### src/rtl/slab_free_list_allocator_macros.svh
// ----------------------------------------------------------------------------
// slab_free_list_allocator_macros.svh
// Assertion shorthands shared by the allocator RTL.
// ----------------------------------------------------------------------------
`ifndef SLAB_FREE_LIST_ALLOCATOR_MACROS_SVH
`define SLAB_FREE_LIST_ALLOCATOR_MACROS_SVH

// same-cycle implication, disabled while reset is held
`define SFLA_ASSERT_IMPL(label, clk, rst_n, ante, cons) \
    label: assert property (@(posedge clk) disable iff (!(rst_n)) (ante) |-> (cons)) \
        else $error("allocator assertion failed");

// next-cycle implication, disabled while reset is held
`define SFLA_ASSERT_NEXT(label, clk, rst_n, ante, cons) \
    label: assert property (@(posedge clk) disable iff (!(rst_n)) (ante) |=> (cons)) \
        else $error("allocator assertion failed");

`endif

### src/rtl/sfla_pkg.sv
// ----------------------------------------------------------------------------
// sfla_pkg
// Shared types and codes for the slab free-list allocator.
// ----------------------------------------------------------------------------
package sfla_pkg;

    localparam int CMD_W   = 2;
    localparam int IDX_W   = 10;
    localparam int DOUT_W  = 64;
    localparam int STAT_W  = 2;

    typedef enum logic [CMD_W-1:0] {
        CMD_INSERT = 2'd0,
        CMD_REMOVE = 2'd1,
        CMD_GET    = 2'd2,
        CMD_NONE   = 2'd3
    } t_cmd;

    typedef enum logic [STAT_W-1:0] {
        ST_OK     = 2'd0,
        ST_FULL   = 2'd1,
        ST_RANGE  = 2'd2,
        ST_VACANT = 2'd3
    } t_status;

    typedef struct packed {
        t_status           status;
        logic [IDX_W-1:0]  index;
        logic [DOUT_W-1:0] data;
    } t_result;

endpackage

### src/rtl/sfla_ctrl.sv
// ----------------------------------------------------------------------------
// sfla_ctrl
// Request sequencer: issues the slot read on accept, then checks, updates
// the free list and writes back in the following cycle.
// ----------------------------------------------------------------------------
`include "slab_free_list_allocator_macros.svh"

module sfla_ctrl #(
    parameter int CAPACITY = 1024,
    parameter int AW = 10,
    parameter int CW = 11,
    parameter int DW = 64
) (
    input  logic                        i_clk,
    input  logic                        i_rst_n,
    input  logic                        start,
    output logic                        busy,
    input  logic [sfla_pkg::CMD_W-1:0]  i_command,
    input  logic [sfla_pkg::IDX_W-1:0]  i_slot_index,
    input  logic [sfla_pkg::DOUT_W-1:0] i_data_in,
    // memory side
    output logic                        o_rd_en,
    output logic [AW-1:0]               o_rd_addr,
    output logic                        o_wr_en,
    output logic [AW-1:0]               o_wr_addr,
    output logic                        o_wr_occ,
    output logic [CW-1:0]               o_wr_link,
    output logic [DW-1:0]               o_wr_value,
    input  logic                        i_rd_occ,
    input  logic [CW-1:0]               i_rd_link,
    input  logic [DW-1:0]               i_rd_value,
    // result side
    output logic                        o_valid,
    output sfla_pkg::t_result           o_result
);

    typedef enum logic [1:0] {
        S_IDLE = 2'b01,
        S_EXEC = 2'b10
    } t_state;

    t_state                       r_state, n_state;
    sfla_pkg::t_cmd               r_cmd;
    logic [sfla_pkg::IDX_W-1:0]   r_idx;
    logic [DW-1:0]                r_data;
    logic [CW-1:0]                r_free_head, n_free_head;
    logic [CW-1:0]                r_used, n_used;
    logic                         r_valid, n_valid;
    sfla_pkg::t_result            r_res, n_res;

    logic                         accept;
    logic [31:0]                  in_idx32, r_idx32, slot32;
    logic [CW-1:0]                head_m1;
    logic [AW-1:0]                head_slot, used_slot, req_slot, ins_slot;
    logic                         in_range;

    assign busy   = (r_state == S_EXEC);
    assign accept = start && !busy;

    assign in_idx32  = 32'(i_slot_index);
    assign r_idx32   = 32'(r_idx);
    assign head_m1   = r_free_head - CW'(1);
    assign head_slot = head_m1[AW-1:0];
    assign used_slot = r_used[AW-1:0];
    assign req_slot  = r_idx32[AW-1:0];
    assign in_range  = r_idx32 < 32'(r_used);

    // read the head link for insert, the addressed slot otherwise
    assign o_rd_en   = accept;
    assign o_rd_addr = (sfla_pkg::t_cmd'(i_command) == sfla_pkg::CMD_INSERT)
                       ? head_slot : in_idx32[AW-1:0];

    always_comb begin
        n_state     = r_state;
        n_free_head = r_free_head;
        n_used      = r_used;
        n_valid     = 1'b0;
        n_res       = r_res;
        o_wr_en     = 1'b0;
        o_wr_addr   = req_slot;
        o_wr_occ    = 1'b0;
        o_wr_link   = r_free_head;
        o_wr_value  = i_rd_value;
        ins_slot    = used_slot;
        slot32      = 32'(used_slot);

        unique case (r_state)
            S_IDLE: begin
                if (start) begin
                    n_state = S_EXEC;
                end
            end
            S_EXEC: begin
                n_state      = S_IDLE;
                n_valid      = 1'b1;
                n_res.status = sfla_pkg::ST_OK;
                n_res.index  = r_idx;
                n_res.data   = '0;
                unique case (r_cmd)
                    sfla_pkg::CMD_INSERT: begin
                        if (r_free_head != '0) begin
                            ins_slot    = head_slot;
                            n_free_head = i_rd_link;
                        end else if (r_used < CW'(CAPACITY)) begin
                            ins_slot = used_slot;
                            n_used   = r_used + CW'(1);
                        end else begin
                            n_res.status = sfla_pkg::ST_FULL;
                        end
                        slot32 = 32'(ins_slot);
                        if (n_res.status == sfla_pkg::ST_OK) begin
                            o_wr_en     = 1'b1;
                            o_wr_addr   = ins_slot;
                            o_wr_occ    = 1'b1;
                            o_wr_link   = '0;
                            o_wr_value  = r_data;
                            n_res.index = slot32[sfla_pkg::IDX_W-1:0];
                        end
                    end
                    sfla_pkg::CMD_REMOVE, sfla_pkg::CMD_GET: begin
                        if (!in_range) begin
                            n_res.status = sfla_pkg::ST_RANGE;
                        end else if (!i_rd_occ) begin
                            n_res.status = sfla_pkg::ST_VACANT;
                        end else if (r_cmd == sfla_pkg::CMD_GET) begin
                            n_res.data = sfla_pkg::DOUT_W'(i_rd_value);
                        end else begin
                            // push the slot onto the free list
                            o_wr_en     = 1'b1;
                            o_wr_addr   = req_slot;
                            o_wr_occ    = 1'b0;
                            o_wr_link   = r_free_head;
                            o_wr_value  = i_rd_value;
                            n_free_head = CW'(req_slot) + CW'(1);
                        end
                    end
                    sfla_pkg::CMD_NONE: begin
                    end
                endcase
            end
            default: begin
                n_state = S_IDLE;
            end
        endcase
    end

    always_ff @(posedge i_clk) begin
        if (!i_rst_n) begin
            r_state     <= S_IDLE;
            r_free_head <= '0;
            r_used      <= '0;
            r_valid     <= 1'b0;
        end else begin
            r_state     <= n_state;
            r_free_head <= n_free_head;
            r_used      <= n_used;
            r_valid     <= n_valid;
        end
    end

    always_ff @(posedge i_clk) begin
        if (accept) begin
            r_cmd  <= sfla_pkg::t_cmd'(i_command);
            r_idx  <= i_slot_index;
            r_data <= i_data_in[DW-1:0];
        end
        r_res <= n_res;
    end

    assign o_valid  = r_valid;
    assign o_result = r_res;

    `SFLA_ASSERT_NEXT(a_accept_to_exec, i_clk, i_rst_n, accept, r_state == S_EXEC)
    `SFLA_ASSERT_NEXT(a_exec_gives_result, i_clk, i_rst_n, r_state == S_EXEC, r_valid)
    `SFLA_ASSERT_IMPL(a_write_in_exec, i_clk, i_rst_n, o_wr_en, r_state == S_EXEC)
    `SFLA_ASSERT_IMPL(a_used_bounded, i_clk, i_rst_n, 1'b1, 32'(r_used) <= 32'(CAPACITY))
    `SFLA_ASSERT_IMPL(a_head_bounded, i_clk, i_rst_n, r_free_head != '0,
                      32'(r_free_head) <= 32'(r_used))

endmodule

### config.mk
export PLATFORM = sky130hd
export DESIGN_NAME = sfla_ctrl
export DESIGN_NICKNAME = d
export VERILOG_FILES = /design/src/rtl/sfla_pkg.sv /design/src/rtl/sfla_ctrl.sv
export VERILOG_INCLUDE_DIRS = /design/src /design/src/rtl
export SDC_FILE = /design/constraint.sdc
export NUM_CORES = 1
export LEC_CHECK = 0
export ABC_AREA = 1
export BUFFER_PORTS_ARGS = -buffer_cell sky130_fd_sc_hd__buf_4
export CAP_MARGIN = 15
export CELL_PAD_IN_SITES_DETAIL_PLACEMENT = 0
export CELL_PAD_IN_SITES_GLOBAL_PLACEMENT = 1
export CORE_MARGIN = 4
export CORE_UTILIZATION = 39
export CTS_CLUSTER_SIZE = 12
export DETAILED_ROUTE_END_ITERATION = 12
export HOLD_SLACK_MARGIN = 0.02
export PLACE_DENSITY = 0.95
export SETUP_SLACK_MARGIN = 0.02
export SKIP_LAST_GASP = 1
export SLEW_MARGIN = 10
export SYNTH_ARGS = -nofsm -noshare
export SYNTH_HDL_FRONTEND = slang
export SYNTH_SLANG_ARGS = --single-unit
### constraint.sdc
create_clock -name i_clk -period 8.9 [get_ports i_clk]
set_input_delay 1.335 -clock i_clk [delete_from_list [all_inputs] [get_ports i_clk]]
set_output_delay 1.335 -clock i_clk [all_outputs]
set_load 0.01 [all_outputs]
Word-level counts from Yosys, hierarchy flattened
Index checks and enable logic that the tools add are counted.

Add/sub/neg operators: 3. $lt $le $gt $ge: 2. Eq/ne operators: 8. Mux-type cells: 32. Bitwise logic cells: 1. Reductions and logical operators: 12.

Operators by type and width (count): $mux W64 (3); $mux W11 (7); $mux W10 (5); $pmux W11 S2 (1); $add A10 B1 Y11 const B (1); $add A11 B1 Y11 const B (1); $lt A10 B11 Y1 (1); $lt A11 B11 Y1 const B (1); $reduce_bool A11 Y1 (1); $mux W1 (10); $sub A10 B1 Y10 const B (1); $mux W2 (4); $ne A2 B2 Y1 const B (4); $reduce_and A4 Y1 (2); $logic_not A2 Y1 (3); $reduce_and A6 Y1 (1); $eq A2 B1 Y1 const B (2); $eq A2 B2 Y1 const B (2); $pmux W2 S2 (1); $pmux W1 S2 (1); $reduce_and A2 Y1 (1); $reduce_bool A2 Y1 (1); $reduce_or A2 Y1 (1); $logic_and A1 B1 Y1 (1); other kinds (2) (2).

Bits in registers: 177. Output and inout port bits: 176. Logic and storage cells: 68.

Logic depth before layout (Yosys ltp)
Gate-level depths: netlist (run 1).

Word-level depth: 9. Mapped depth: 14.

Worst setup path after synthesis (run 1)
No wires, ideal clock.

Path kind: register -> output. Start point: register r_state[0]. End point: output port o_rd_en. Arrival time: 5190 ps. Data required time: 7565 ps. Setup slack: 2375 ps. Cell stages (with the launch flop): 5. Buffers on the path: 0. Cell sequence: dfxtp_1 -> inv_1 -> nand2_1 -> inv_1 -> nor2_1.

Cells in the longest elaborated chain, start to end: 3.

RTL lines: start, declared (RTL line sfla_ctrl.sv:42) `t_state r_state, n_state;`; start signal, assigned (RTL line sfla_ctrl.sv:154) `r_state <= n_state;`; $eq A2 B2 Y1 (RTL line sfla_ctrl.sv:57) `assign busy = (r_state == S_EXEC);`; net busy (RTL line sfla_ctrl.sv:17) `output logic busy,`; $logic_not A1 Y1 (RTL line sfla_ctrl.sv:58) `assign accept = start && !busy;`; $logic_and A1 B1 Y1 (RTL line sfla_ctrl.sv:58); end, declared (RTL line sfla_ctrl.sv:22) `output logic o_rd_en,`.

The timed path passes the listed nets, and every way through them passes these cells.

Final worst setup path (run 1)
Start point: register r_free_head[0]. End point: output port o_wr_value[42].

Cells in the longest elaborated chain, start to end: 8.

RTL lines: start, declared (RTL line sfla_ctrl.sv:46) `logic [CW-1:0] r_free_head, n_free_head;`; start signal, assigned (RTL line sfla_ctrl.sv:155) `r_free_head <= n_free_head;`; $reduce_bool A11 Y1 (RTL line sfla_ctrl.sv:101) `if (r_free_head != '0) begin`; $mux W1 (RTL line sfla_ctrl.sv:101); $mux W2 (RTL line sfla_ctrl.sv:99) `unique case (r_cmd)`; $mux W2 (RTL line sfla_ctrl.sv:87) `unique case (r_state)`; $logic_not A2 Y1 (RTL line sfla_ctrl.sv:111) `if (n_res.status == sfla_pkg::ST_OK) begin`; $mux W64 (RTL line sfla_ctrl.sv:111); $mux W64; $mux W64 (RTL line sfla_ctrl.sv:87); end, declared (RTL line sfla_ctrl.sv:28) `output logic [DW-1:0] o_wr_value,`.

Every way passes these cells. The select of a mux whose other input is x is not followed.

==> flow_summary.yaml, run 1 <==
min_path:
  min_from: "r_state[1]$_SDFFE_PN0P_"
  hp-class: "register to register"
synth:
  yosysUniqueCellTypes: 30
  ys_seq_area_share_pct: 60.3
  synth.avg_cell_area_um2: 9.58
  synth-seq-cells: 177
  synth_warnings: 0
  syn_nets: 1048
  syn_area_um2: 8400
  netlist_instances: 877
power:
  p_int_uw: 1430
  combinationalPowerShare_pct: 11.4
  seq_power_share_pct: 49.2
  leakagePower_uw: 0.00530
  sw_frac_of_total_pct: 25.3
  p_switching_uw: 485
  p_clk_share_pct: 39.5
  max-vdd-ir-drop_v: 0.0000978
  power_density_nw_per_um2: 164
clocking:
  holdBufCountCts: 0
  cts_tree: "built"
  cts_post_setup_buffers_inserted: 0
  clockBufferDepth: 2
  htreeDepth: 4
  ctsResizeCount: 0
  numCtsBuffers: 17
  clk_pin_slew_ns: 0.08
  cts.sink_count: 177
  clk_latency_ns: 0.43
  cts.root.buffer_cell: "clkbuf_16"
worst_setup_path:
  cp-start-kind: "register"
  end_kind: "primary output"
  cp.arrival_ns: 3.44
  path_max_fanout: 75
  cp_data_required_time_ns: 7.57
  critPathLaunch: "r_free_head[0]$_SDFFE_PN0P_"
  path_class: "register to primary output"
  crit_buf_inv: 4
  critPathSlowestCell: "buf_4"
  critical_path.top_delay_family: "buffers and inverters"
  cpPeakStageDelay_ns: 0.85
  crit_chain: "inv_1 > ha_1 > nand4_1 > nor2_4 > nand2_4 > nand2_4 > inv_6 > buf_4 > o21ai_1 > buf_4"
  r2r-start: "r_state[0]$_SDFFE_PN1P_"
layout:
  fin_util_pct: 55.4
  n_antenna_cell: 0
  area_growth_pct: 39.0
  fin_nets: 1371
  drive_gt1_share_pct: 34.6
  layout.cells.non_filler: 1488
timing:
  finalHoldViolations: 0
  period_needed_ns: 4.78
  setup_ws_ns: 4.12
  relSlewSlack_pct: 26.5
  skew_ns: 0.0134
  holdWs_ns: 0.439
  setup_violations: 0
  min_period_over_period_pct: 53.7
  worst_pin_slew_ns: 1.10
  fmax_mhz: 209
  final.setup.tns_ns: 0
  drv_slew: 0
  grt_setup_unrepaired: "no"
drt:
  wl_mm: 27.3
  num_vias: 7172
  drc: 0
  vias_per_cell: 4.82
  drt_first_pass_iters: 6
  drt-initial-drc-count: 486
  ant_nets: 0
  drt-wirelength-per-cell_um: 18.3
run_status:
  status: "complete, no violations"
die:
  row_count: 53
  start_util_pct: 39.8
  die_x_um: 155
  die_h_um: 155
  core_area_um2: 21100
  die-area_um2: 24000
  ioPinCount: 331
placement:
  port_buffers: 330
  post-dp-hpwl_mm: 20.9
  dpl_worst_slack_ns: 4.68
  globalplace.congestion: 0.924
  dp.cells: 1456
global_routing:
  grt-ovfl-total: 0
  antenna_found_initial: 0
  grt_first_pass_wirelength_mm: 39.9
  grt_usage_pct: 21.8
  grt_pass1_vias: 6855
  grt_max_degree: 77
run:
  max_cap_viol_count: 0
-- synthesized netlist by cell type --
cell / count / area share (%)
nor2_1: 113 / 5.0
o22ai_1: 1 / 0.074
buf_2: 15 / 0.89
clkbuf_1: 8 / 0.36
inv_1: 114 / 5.1
xor2_1: 16 / 1.7
buf_1: 1 / 0.045
a21oi_1: 25 / 1.5
nand3_1: 18 / 1.1
buf_6: 6 / 0.80
nor3_1: 9 / 0.54
nand4_2: 1 / 0.15
nand4_1: 7 / 0.52
nand2_4: 2 / 0.27
a22oi_1: 1 / 0.089
ha_1: 16 / 2.4
clkinv_1: 3 / 0.13
o21ai_0: 48 / 2.9
nand2_2: 27 / 2.0
edfxtp_1: 152 / 54
nand3_2: 1 / 0.12
dfxtp_1: 25 / 6.0
nand2_1: 187 / 8.4
nor2_4: 12 / 1.6
o21ai_1: 57 / 3.4
nor4_1: 1 / 0.074
nor2_2: 2 / 0.15
or2_2: 3 / 0.22
inv_2: 5 / 0.22
a21boi_1: 1 / 0.089
-- power by group through the flow --
stage / Clock (µW) / Combinational [µW] / Sequential (µW)
finish: 755 / 218 / 941
global route: 801 / 238 / 942
CTS: 766 / 219 / 940
detailed placement: 0 / 218 / 959
global placement: 0 / 215 / 958
floorplan: 0 / 91.1 / 957
-- sequential cells by signal, indices dropped and copies added, names as in the netlist --
signal and cells:
r_state 2, r_data 64, r_used 11, r_free_head 11, o_valid 1, r_cmd 2
o_result 76, r_idx 10
-- logic make-up (layout without fill, tap and decap cells) --
group	count (synthesis)	count (layout)	share of synthesized area, %
adder cells (fa/ha/maj)	16	16	2.38
flip-flops	177	177	60.3
buffers and inverters	152	488	7.55
XOR/XNOR	16	16	1.67
AND/OR/NAND/NOR	383	383	20.1
AO/OA/AOI/OAI	133	133	8.00
-- area by class of cell --
cell class                      instances  area (µm²)
Fill cell                            1866        9400
Sequential cell                       177        5060
Multi-Input combinational cell        548        2710
Timing Repair Buffer                  334        2510
Inverter                              122         464
Clock buffer                           17         425
Tap cell                              275         344
Clock inverter                         15         166
-- path summary, 6_finish.rpt --
| path | to | slack [ns] | depth (start not counted) |
|---|---|---|---|
| setup / recovery | o_wr_value[42] | 4.12 | 10 |
| hold / removal | r_state[1]$_SDFFE_PN0P_ | 0.44 | 1 |
| setup reg to reg | r_idx[4]$_DFFE_PP_ | 5.77 | 6 |
| hold reg to reg | r_state[1]$_SDFFE_PN0P_ | 0.44 | 1 |
-- cells in the final DEF (no fill, tap or decap), types with 2 or more instances in the layout --
cell type / n
or2_2: 3
nand2_2: 27
nand2_1: 187
buf_4: 334
clkinv_1: 4
nand2_4: 2
dfxtp_1: 25
nor2_2: 2
ha_1: 16
clkinv_4: 4
o21ai_0: 48
nand4_1: 7
nor2_1: 112
inv_8: 5
nand3_1: 18
inv_1: 113
o21ai_1: 57
clkbuf_16: 17
inv_6: 3
a21oi_1: 25
inv_2: 4
xor2_1: 16
edfxtp_1: 152
nor2_4: 13
nor3_1: 9
-- routing by layer --
| layer | share of wire (%) | up-vias | track usage (%) |
|---|---|---|---|
| li1 | - | 3518 | - |
| met1 | 39 | 3288 | 27.3 |
| met5 | 0 | - | 0 |
| met4 | 3.0 | 0 | 7.65 |
| met3 | 7.9 | 53 | 5.29 |
| met2 | 50 | 313 | 37.1 |
-- metrics by stage --
stage / power, µW / instance area (µm²)
2_1_floorplan: 1050 / 8400
3_3_place_gp: 1170 / 11100
3_5_place_dp: 1180 / 11100
4_1_cts: 1930 / 11700
5_1_grt: 1980 / 11700
6_report: 1910 / 11700
Power figures use the tool's default switching activity.
==> run 2: changes to the inputs <==
CORE_UTILIZATION = 33   (was 39)
PLACE_DENSITY = 0.89   (was 0.95)
clock period = 3.8 ns   (was 8.9 ns; I/O delays follow)
==> run 2 against run 1 <==
  * Clock power increased by 130%
  * Sequential power increased by 130%
  * Non-clock buffer count increased by 7
  * Via count decreased by 0.38%
  * Wire length decreased by 1.7%
  * Cell count increased by 4.2%
  * Power increased by 130%
  * Global-route usage decreased by 3.4 points
  * Hold slack got worse by 0.14 ns
  * Register-to-register slack got worse by 4.6 ns
==> flow_summary.yaml, run 2 (synthesis results as in run 1) <==
drt:
  wl_mm: 26.8
  drt_first_pass_iters: 5
  drc: 0
  drt-wirelength-per-cell_um: 17.3
  num_vias: 7145
  drt-initial-drc-count: 565
  ant_nets: 0
  vias_per_cell: 4.61
power:
  p_clk_share_pct: 39.2
  leakagePower_uw: 0.00533
  p_switching_uw: 1150
  max-vdd-ir-drop_v: 0.000272
  seq_power_share_pct: 49.4
  power_density_nw_per_um2: 377
  p_int_uw: 3300
  sw_frac_of_total_pct: 25.9
  combinationalPowerShare_pct: 11.4
min_path:
  min_from: "i_data_in[58]"
  hp-class: "input pin to register"
clocking:
  cts.root.buffer_cell: "clkbuf_16"
  cts_tree: "built"
  holdBufCountCts: 0
  cts_post_setup_buffers_inserted: 0
  numCtsBuffers: 17
  htreeDepth: 4
  clk_pin_slew_ns: 0.08
  clockBufferDepth: 2
  ctsResizeCount: 0
  clk_latency_ns: 0.44
  cts.sink_count: 177
layout:
  n_antenna_cell: 0
  mostFrequentLayoutCell: "buf_4"
  drive_gt1_share_pct: 35.1
  mostFrequentLayoutCells: "340 x buf_4, 186 x nand2_1, 152 x edfxtp_1, 113 x inv_1, 112 x nor2_1"
  fin_nets: 1378
  area_growth_pct: 40.6
  design_area_um2: 11800
  layout.cells.non_filler: 1550
  largest_register_ffs: 76
placement:
  port_buffers: 330
  dpl_cell_area_um2: 11200
  dp.cells: 1518
  post-dp-hpwl_mm: 20.9
  globalplace.congestion: 0.917
worst_setup_path:
  critPathLaunch: "r_free_head[0]$_SDFFE_PN0P_"
  r2r-start: "r_cmd[1]$_DFFE_PP_"
  path_class: "register to primary output"
  cp_data_required_time_ns: 3.23
  cp.arrival_ns: 2.79
  end_kind: "primary output"
  path_max_fanout: 69
  r2r_setup_slack_ns: 1.21
  cp-start-kind: "register"
timing:
  min_period_over_period_pct: 88.4
  relSlewSlack_pct: 44.3
  grt_setup_unrepaired: "no"
  finalHoldViolations: 0
  skew_ns: 0.0327
  drv_slew: 0
  period_needed_ns: 3.36
  final.setup.tns_ns: 0
  fmax_mhz: 298
  setup_violations: 0
  worst_pin_slew_ns: 0.835
  holdWs_ns: 0.302
global_routing:
  antenna_found_initial: 0
  grt_max_degree: 70
  grt_usage_pct: 18.5
  grt_first_pass_wirelength_mm: 40.3
  grt-ovfl-total: 0
  grt_pass1_vias: 7077
die:
  start_util_pct: 33.5
  core_area_um2: 25100
  die_x_um: 168
  row_count: 58
  die_h_um: 168
  ioPinCount: 331
  die-area_um2: 28100
run_status:
  status: "complete, no violations"
run:
  max_cap_viol_count: 0
==> run 2: worst paths after layout <==
kind	cells past startpoint	endpoint
setup reg to reg	12	r_free_head[6]$_SDFFE_PN0P_
setup / recovery	11	o_wr_addr[4]
hold reg to reg	1	r_state[1]$_SDFFE_PN0P_
hold / removal	1	r_data[58]$_DFFE_PP_
==> run 2: power by group through the flow <==
stage / Combinational (µW) / Sequential (µW) / Clock, µW
2_1_floorplan: 214 / 2240 / 0
3_3_place_gp: 508 / 2240 / 0
3_5_place_dp: 511 / 2240 / 0
4_1_cts: 513 / 2200 / 1800
5_1_grt: 558 / 2210 / 1870
6_report: 507 / 2200 / 1750
==> run 2: per-layer routing <==
layer	global-route usage (%)	vias up	wire (µm)
met5	0	-	0
met4	5.96	0	701
met3	4.23	38	1840
met2	33.0	289	13600
met1	22.0	3292	10700
li1	-	3526	-
==> run 2: area by class of cell <==
class,count,area (µm²)
clock buffer,18,429
clock inverter,14,158
fill,2398,13300
inverter,122,467
multi-input combinational,548,2710
sequential,177,5060
tap,330,413
timing repair buffer,341,2570
==> run 2: critical path, cell delays in order, from the launching register on <==
cell and delay, ns:
dfxtp_1 0.41, inv_1 0.14, ha_1 0.26, nand4_1 0.15, nor2_4 0.09, nand2_4 0.07
nand2_4 0.08, inv_6 0.40, buf_12 0.33, nand2_1 0.08, o21ai_0 0.13, buf_4 0.16
==> run 2: stage by stage <==
step                util, %  setup WS, ns  power, µW
finish                 47.1         0.442       4460
global route           47.1         0.208       4640
detailed placement     44.7         0.916       2760
global placement       44.7         0.985       2750
CTS                    47.1         0.430       4510
floorplan                 -         0.118       2450
==> run 3: changes to the inputs <==
PLACE_DENSITY = not set   (was 0.89)
PLACE_DENSITY_LB_ADDON = 0.1   (was not set)
==> run 3 against run 2 <==
  * Die area stayed put
  * Hold slack better by 0.013 ns
  * Wire length grew 8.0%
  * Clock skew down 0.016 ns
  * Critical path type unchanged
  * Fmax up 3.8%
  * Power is 0.68% higher
  * Clock power about the same
  * Core utilization up 0.26 points
  * Highest routed layer is now met5
  * Clock-buffer cell count fell by 1
  * Combinational power grew 1%
  * Sequential share of layout area down 0.24 points
  * First-iteration DRC count increased by 0.53%
==> flow_summary.yaml, run 3 (synthesis results as in run 1) <==
power:
  power_density_nw_per_um2: 377
  p_switching_uw: 1130
  max-vdd-ir-drop_v: 0.000231
  p_int_uw: 3350
  leakagePower_uw: 0.00536
  combinationalPowerShare_pct: 11.4
  p_clk_share_pct: 39.5
  sw_frac_of_total_pct: 25.3
  seq_power_share_pct: 49.0
timing:
  final.setup.tns_ns: 0
  setup_violations: 0
  fmax_mhz: 309
  skew_ns: 0.0167
  min_period_over_period_pct: 85.1
  grt_setup_unrepaired: "no"
  period_needed_ns: 3.24
  holdWs_ns: 0.315
  worst_pin_slew_ns: 0.885
  drv_slew: 0
  finalHoldViolations: 0
  relSlewSlack_pct: 40.8
layout:
  mostFrequentLayoutCell: "buf_4"
  n_antenna_cell: 0
  fin_util_pct: 47.3
  area_growth_pct: 41.4
  drive_gt1_share_pct: 35.3
  fin_nets: 1381
  mostFrequentLayoutCells: "340 x buf_4, 186 x nand2_1, 152 x edfxtp_1, 113 x inv_1, 112 x nor2_1"
  design_area_um2: 11900
  largest_register_ffs: 76
clocking:
  clockBufferDepth: 2
  clk_latency_ns: 0.43
  cts_tree: "built"
  numCtsBuffers: 17
  cts.sink_count: 177
  clk_pin_slew_ns: 0.08
  cts_post_setup_buffers_inserted: 0
  ctsResizeCount: 0
  holdBufCountCts: 0
  cts.root.buffer_cell: "clkbuf_16"
  htreeDepth: 4
die:
  core_area_um2: 25100
  ioPinCount: 331
  start_util_pct: 33.5
  die-area_um2: 28100
  die_h_um: 168
  die_x_um: 168
  row_count: 58
placement:
  dpl_cell_area_um2: 11300
  globalplace.congestion: 0.837
  port_buffers: 330
  post-dp-hpwl_mm: 22.8
drt:
  drt-wirelength-per-cell_um: 18.7
  wl_mm: 29.0
  vias_per_cell: 4.58
  drt-initial-drc-count: 568
  ant_nets: 0
  drc: 0
  drt_first_pass_iters: 5
  num_vias: 7101
min_path:
  hp-class: "input pin to register"
global_routing:
  grt_pass1_vias: 6895
  antenna_found_initial: 2
  grt_max_degree: 57
  grt_first_pass_wirelength_mm: 42.6
  grt_usage_pct: 19.9
  grt-ovfl-total: 0
run:
  max_cap_viol_count: 0
worst_setup_path:
  cp_data_required_time_ns: 3.23
  end_kind: "primary output"
  cp.arrival_ns: 2.67
  path_class: "register to primary output"
  path_max_fanout: 48
  cp-start-kind: "register"
run_status:
  status: "complete, no violations"
==> run 3: power by group through the flow <==
stage | sequential [µW] | combinational, µW | clock, µW
final | 2200 | 513 | 1770
after detailed placement | 2240 | 520 | 0
after CTS | 2200 | 522 | 1820
after global placement | 2240 | 518 | 0
after floorplan | 2240 | 214 | 0
after global routing | 2200 | 563 | 1900
==> run 3: final timing paths <==
path	startpoint	depth (start not counted)	end	slack [ns]
max	r_cmd[1]$_DFFE_PP_	10	o_wr_value[56]	0.56
min	i_data_in[16]	1	r_data[16]$_DFFE_PP_	0.31
max reg2reg	r_idx[6]$_DFFE_PP_	11	o_result[12]$_SDFFCE_PN0P_	1.09
min reg2reg	r_used[9]$_SDFFE_PN0P_	2	r_used[9]$_SDFFE_PN0P_	0.47
==> run 3: critical path, cell delays in order (launching register included) <==
cell and delay, ns:
edfxtp_1 0.42, inv_1 0.08, ha_1 0.21, inv_1 0.09, nor2_1 0.23, nand2_4 0.13
inv_6 0.31, buf_4 0.42, nand2_2 0.07, o21ai_1 0.09, buf_4 0.14
==> run 3: final cells by class <==
type                            instances  area [µm²]
Timing Repair Buffer                  344        2630
Multi-Input combinational cell        548        2710
Clock inverter                         14         168
Inverter                              122         467
Tap cell                              330         413
Sequential cell                       177        5060
Clock buffer                           17         425
Fill cell                            2527       13200
==> run 3: per-stage QoR <==
step / setup slack, ns / cells / power, µW
floorplan: 0.118 / 877 / 2450
global placement: 1.08 / 1521 / 2760
detailed placement: 1.03 / 1521 / 2760
CTS: 0.561 / 1552 / 4550
global route: 0.343 / 1552 / 4660
finish: 0.564 / 1552 / 4490
==> run 3: routing by layer <==
layer / part of all wire (%) / up-vias / wire length (µm) / track usage, %
li1: - / 3525 / - / -
met2: 51 / 239 / 14800 / 35.3
met1: 40 / 3292 / 11600 / 23.5
met4: 2.5 / 4 / 726 / 6.10
met3: 6.4 / 41 / 1850 / 5.31
met5: 0.097 / - / 28 / 0
